--- src/sv/min_image_distance_3d_assert.svh ---
// Assertion macros shared by the minimum-image distance block.
`ifndef MIN_IMAGE_DISTANCE_3D_ASSERT_SVH
`define MIN_IMAGE_DISTANCE_3D_ASSERT_SVH

// Same-cycle implication, checked on the rising clock edge outside reset.
`define MID3D_ASSERT_IMPL(lbl, ante, cons) \
  lbl: assert property (@(posedge clk_i) disable iff (!rst_ni) (ante) |-> (cons)) \
    else $error("mid3d assertion failed");

// Next-cycle implication, checked on the rising clock edge outside reset.
`define MID3D_ASSERT_NEXT(lbl, ante, cons) \
  lbl: assert property (@(posedge clk_i) disable iff (!rst_ni) (ante) |=> (cons)) \
    else $error("mid3d assertion failed");

`endif

--- src/sv/mid3d_pkg.sv ---
// Types and constants of the minimum-image distance block.
`timescale 1ns / 1ps
`default_nettype none

package mid3d_pkg;

  localparam int COORD_WIDTH = 32;
  localparam int NUM_AXES    = 3;
  localparam int LEN_W       = 31;
  localparam int INV_W       = 32;
  localparam int DIST_W      = 64;

  // Magnitude |d| split into a 32-bit low half and a narrow high half.
  localparam int HI_W   = (COORD_WIDTH + 1 > 32) ? (COORD_WIDTH + 1 - 32) : 1;
  localparam int MAG_W  = 32 + HI_W;
  localparam int ACC_W  = HI_W + 65;
  localparam int Q_W    = COORD_WIDTH - 15;
  localparam int QL_W   = Q_W + LEN_W;
  localparam int FRAC_Q = 48;

  // Register stages from accept to result strobe.
  localparam int LATENCY = 8;

  localparam int ADDR_W    = 5;
  localparam int REG_IDX_W = 3;

  localparam logic [REG_IDX_W-1:0] REG_BOX_LEN_X = 3'd0;
  localparam logic [REG_IDX_W-1:0] REG_BOX_LEN_Y = 3'd1;
  localparam logic [REG_IDX_W-1:0] REG_BOX_LEN_Z = 3'd2;
  localparam logic [REG_IDX_W-1:0] REG_INV_BOX_X = 3'd3;
  localparam logic [REG_IDX_W-1:0] REG_INV_BOX_Y = 3'd4;
  localparam logic [REG_IDX_W-1:0] REG_INV_BOX_Z = 3'd5;

  localparam logic [LEN_W-1:0] BOX_LEN_RST = 31'd65536;
  localparam logic [INV_W-1:0] INV_BOX_RST = 32'hFFFF_FFFF;

  typedef struct packed {
    logic signed [COORD_WIDTH-1:0] first_x;
    logic signed [COORD_WIDTH-1:0] first_y;
    logic signed [COORD_WIDTH-1:0] first_z;
    logic signed [COORD_WIDTH-1:0] second_x;
    logic signed [COORD_WIDTH-1:0] second_y;
    logic signed [COORD_WIDTH-1:0] second_z;
  } in_item_t;

  typedef struct packed {
    logic signed [COORD_WIDTH-1:0] disp_x;
    logic signed [COORD_WIDTH-1:0] disp_y;
    logic signed [COORD_WIDTH-1:0] disp_z;
    logic        [DIST_W-1:0]      dist_sq;
  } out_item_t;

  typedef struct packed {
    logic [LEN_W-1:0] box_len;
    logic [INV_W-1:0] inv_box;
  } lane_cfg_t;

  typedef struct packed {
    logic [COORD_WIDTH-1:0] disp;
    logic [DIST_W-1:0]      sq;
  } lane_out_t;

endpackage

`default_nettype wire

--- src/sv/mid3d_merge.sv ---
// Merge stage: saturating sum of the lane squares over two stages, with the lane displacements carried alongside.
`timescale 1ns / 1ps
`default_nettype none

module mid3d_merge (
  input  wire logic                                      clk_i,
  input  wire mid3d_pkg::lane_out_t [mid3d_pkg::NUM_AXES-1:0] lanes_i,
  output      mid3d_pkg::out_item_t                      result_o
);
  import mid3d_pkg::*;

  logic [DIST_W:0]      sum01_full;
  logic [DIST_W-1:0]    sum01_d;
  logic [DIST_W-1:0]    sum01_q;
  logic [DIST_W-1:0]    sq2_q;
  lane_out_t [NUM_AXES-1:0] lanes_q;

  logic [DIST_W:0]      total_full;
  logic [DIST_W-1:0]    total_d;
  out_item_t            result_d;
  out_item_t            result_q;

  always_comb begin
    sum01_full = {1'b0, lanes_i[0].sq} + {1'b0, lanes_i[1].sq};
    sum01_d    = sum01_full[DIST_W] ? '1 : sum01_full[DIST_W-1:0];
  end

  always_comb begin
    total_full = {1'b0, sum01_q} + {1'b0, sq2_q};
    total_d    = total_full[DIST_W] ? '1 : total_full[DIST_W-1:0];
    result_d.disp_x  = lanes_q[0].disp;
    result_d.disp_y  = lanes_q[1].disp;
    result_d.disp_z  = lanes_q[2].disp;
    result_d.dist_sq = total_d;
  end

  always_ff @(posedge clk_i) begin
    sum01_q  <= sum01_d;
    sq2_q    <= lanes_i[2].sq;
    lanes_q  <= lanes_i;
    result_q <= result_d;
  end

  assign result_o = result_q;

endmodule

`default_nettype wire
--- config.mk ---
export PLATFORM = sky130hd
export DESIGN_NAME = mid3d_merge
export DESIGN_NICKNAME = d
export VERILOG_FILES = /design/src/sv/min_image_distance_3d_assert.svh /design/src/sv/mid3d_pkg.sv /design/src/sv/mid3d_merge.sv
export SDC_FILE = /design/constraint.sdc
export NUM_CORES = 1
export LEC_CHECK = 0
export ABC_CLOCK_PERIOD_IN_PS = 3600
export BUFFER_PORTS_ARGS = -buffer_cell sky130_fd_sc_hd__buf_2
export CAP_MARGIN = 25
export CORE_MARGIN = 4
export CORE_UTILIZATION = 52
export DETAILED_ROUTE_END_ITERATION = 8
export PLACE_DENSITY = 0.8
export SLEW_MARGIN = 20
export SYNTH_ARGS = -nofsm -noshare
export SYNTH_HDL_FRONTEND = slang
export SYNTH_SLANG_ARGS = --single-unit
--- constraint.sdc ---
create_clock -name clk_i -period 3.6 [get_ports clk_i]
set_input_delay 0.18 -clock clk_i [delete_from_list [all_inputs] [get_ports clk_i]]
set_output_delay 0.18 -clock clk_i [all_outputs]
set_load 0.02 [all_outputs]
==> impl_metrics.yaml <==
run_status:
  status: "finished clean"
layout:
  final_util_pct: 71.7
  num-fill-cells: 2173
  multi_input_area_um2: 7800
  drive_above_1_share_pct: 24.3
  area_delta_synth_final_pct: 34.8
  regArea_um2: 7690
  nets: 2684
grt:
  antenna_found_initial: 2
  grt_max_degree: 54
  grt_pass1_wl_mm: 79.6
  grt_pass1_vias: 14600
  grt_use_total_pct: 29.5
  globalRouteOverflowTotal: 0
detailed_routing:
  ant_nets: 0
  vias_per_cell: 5.47
  drc_errors: 0
  firstDrtPassIters: 5
  wl_per_cell_um: 19.6
  via_count: 14700
  routed_wl_mm: 52.5
  drt_iter0_markers: 1020
yosys:
  async_flop_share_pct: 0
  synth_edf_count: 0
  syn-num-nets: 2079
  synthSimpleGateAreaFrac_pct: 13.0
  yosysUniqueCellTypes: 70
  synth-xor-area-share_pct: 5.67
  synth-compound-area-share_pct: 19.4
  synthAdderAreaFrac_pct: 10.3
  synthMuxAreaShare_pct: 0.448
  avgSynthCellArea_um2: 9.59
  yosysWarnings: 0
  synth-main-ff-cell: "dfxtp_1"
  synth-seq-area-share_pct: 48.3
  synth_top_family_by_area: "compound AO/OA/AOI/OAI gates"
  synthCells: 1660
  syn_area_um2: 15900
  ys_seq_elements: 384
sta:
  final.min_clock_period_ps: 3490
  skew_ps: 13.3
  finalSetupViolations: 0
  relSlewSlack_pct: 56.9
  setup_ws_ps: 113
  hold_viol: 0
  period_share_pct: 96.9
  max_freq_mhz: 287
  final_max_slew_viol_count: 0
  tightest_slew_ps: 640
floorplanning:
  die_w_um: 183
  die_h_um: 183
  core_area_um2: 30000
  row_count: 63
  ios: 449
  initial_core_util_pct: 53.1
  die-area_um2: 33500
cts:
  htree_levels: 2
  insertion_delay_ps: 520
  clock_sink_count: 384
  cts_tree: "built"
  cts_root_buf: "clkbuf_16"
  clk_path_buf_depth: 3
  cts_made_buffers: 37
  clk_pin_slew_worst_paths_ps: 70
hold_path:
  hold_class: "in2reg"
  min_from: "lanes_i[101]"
  hold_depth: 4
  hold-path-endpoint: "sum01_q[5]"
placed_design:
  dp_hpwl_mm: 37.0
  pre_cts_ws_ps: 54.2
  portBuffers: 448
  place_congestion: 0.955
worst_setup_path:
  path_max_fanout: 26
  path_class: "in2reg"
  reg2reg_slack_ps: 220
  critPathCaptureType: "flop"
  reg2reg_depth: 11
  timing.rr.end: "result_o[63]"
  max_stage_delay_ps: 540
  path_cells: "dlygate4sd3_1 -> buf_2 -> ha_1 -> fa_2 -> a21o_1 -> a21oi_2 -> o21ai_2 -> a2111oi_2 -> buf_4 -> nor4b_2 -> a21oi_4 -> o31ai_4 -> a2111oi_4 -> o31a_4 -> buf_12 -> clkbuf_16 -> nand2_1"
  startpoint_type: "primary input"
  rr_startpoint: "sum01_q[3]"
  arrival_ps: 3890
  cp.required_ps: 4000
  slowest_stage: "dlygate4sd3_1"
power:
  power.density_nw_per_um2: 610
  p_leak_nw: 10.0
  ir_drop_mv: 0.304
job:
  maxCapViolCount: 0
[report_power, final]
group	switching, mW	leakage, nW	total (mW)	internal, mW
combinational	2.49	6.18	4.09	1.60
clock	1.65	0.611	3.94	2.30
sequential	0.238	3.23	5.06	4.82
total	4.37	10.0	13.1	8.72
[cell families (layout without fill, tap and decap cells)]
logic type	Yosys count	after routing
AND/OR/NAND/NOR	446	446
XOR/XNOR	103	103
other	0	3
buffers and inverters	108	738
adder cells (fa/ha/maj)	130	130
AO/OA/AOI/OAI	482	482
flip-flops	384	384
multiplexers	7	7
[registers in the layout (all words and copies together), names as in the netlist]
signal / flops
result_o: 160
sq2_q: 64
lanes_q: 96
sum01_q: 64
[worst max-delay path, delay by kind of cell]
family	cells	cell delay, ps
buffers and inverters	5	1140
and+or+nand+nor	2	150
adders and majority gates	2	620
AOI/OAI and AO/OA	8	1780
[routing by layer]
| metal | vias to the layer above | global-route usage, % | part of all wire [%] |
|---|---|---|---|
| li1 | 7084 | - | - |
| met1 | 6753 | 36.4 | 41 |
| met2 | 697 | 51.2 | 48 |
| met3 | 136 | 4.48 | 6.4 |
| met4 | 0 | 13.1 | 4.9 |
| met5 | - | 0 | 0 |
[worst max path at each step]
stage | from | to | slack [ps] | cells after the start
global route | lanes_i[96] | sum01_q[52] | -40 | 17
floorplan | lanes_i[0] | sum01_q[63] | 340 | 13
global placement | lanes_i[0] | sum01_q[3] | 80 | 15
detailed placement | sum01_q[3] | result_o[63] | 50 | 11
CTS | sum01_q[3] | result_o[63] | 30 | 11
finish | lanes_i[96] | sum01_q[2] | 110 | 17
[layout by cell type, fill, tap and decap left out, types with 13 or more instances in the layout]
cell           Yosys  layout
clkbuf_16          0      39
and3_1            13      13
buf_4              1      18
o21ai_0           83      82
nor3_1            18      18
nor2_1            85      85
o21a_1            23      22
inv_1             42      42
nand3_1           21      21
a21oi_1          161     161
buf_2              1     448
xnor2_1           59      59
a31oi_1           14      14
nand4_1           42      42
xor2_1            44      44
ha_1             128     128
dfxtp_1          384     384
nand2_1          200     200
o21bai_1          32      32
a21o_1            71      71
dlygate4sd3_1      0     162
nor2b_1           14      14
[synth_stat cells, types with 13 or more instances]
library cell / count / share of area [%]
and3_1: 13 / 0.51
o21ai_0: 83 / 2.6
nand4_1: 42 / 1.7
nor2b_1: 14 / 0.55
ha_1: 128 / 10
o21a_1: 23 / 1.1
a21o_1: 71 / 3.3
dfxtp_1: 384 / 48
nor2_1: 85 / 2.0
a21oi_1: 161 / 5.1
nand3_1: 21 / 0.66
clkbuf_1: 58 / 1.4
a31oi_1: 14 / 0.55
xor2_1: 44 / 2.4
o21bai_1: 32 / 1.5
nor3_1: 18 / 0.57
nand2_1: 200 / 4.7
inv_1: 42 / 0.99
xnor2_1: 59 / 3.2
[metrics by stage]
step           cells  total power [mW]  TNS (ps)  area (um^2)  hold WS (ps)
2_1_floorplan   1660              7.63         0        15900           208
3_3_place_gp    2451              8.89         0        18500           282
3_5_place_dp    2451              8.94         0        18500           284
4_1_cts         2677              13.0         0        21400          59.8
5_1_grt         2682              13.7      -670        21500           155
6_report        2683              13.1         0        21500           127
[timing repair]
action,CTS,global route
setup buffers,0,2
hold buffers,162,0
resized for setup,0,8
hold endpoints to repair,161,0
setup endpoints to repair,0,67
[layout make-up]
cell class	count	area share, %
Multi-Input combinational cell	1168	36.4
Timing Repair Buffer	632	19.0
Clock buffer	51	4.94
Sequential cell	384	35.8
Clock inverter	13	0.810
Inverter	42	0.735
Antenna cell	3	0.0350
Tap cell	390	2.27
(Power assumes the default switching activity.)
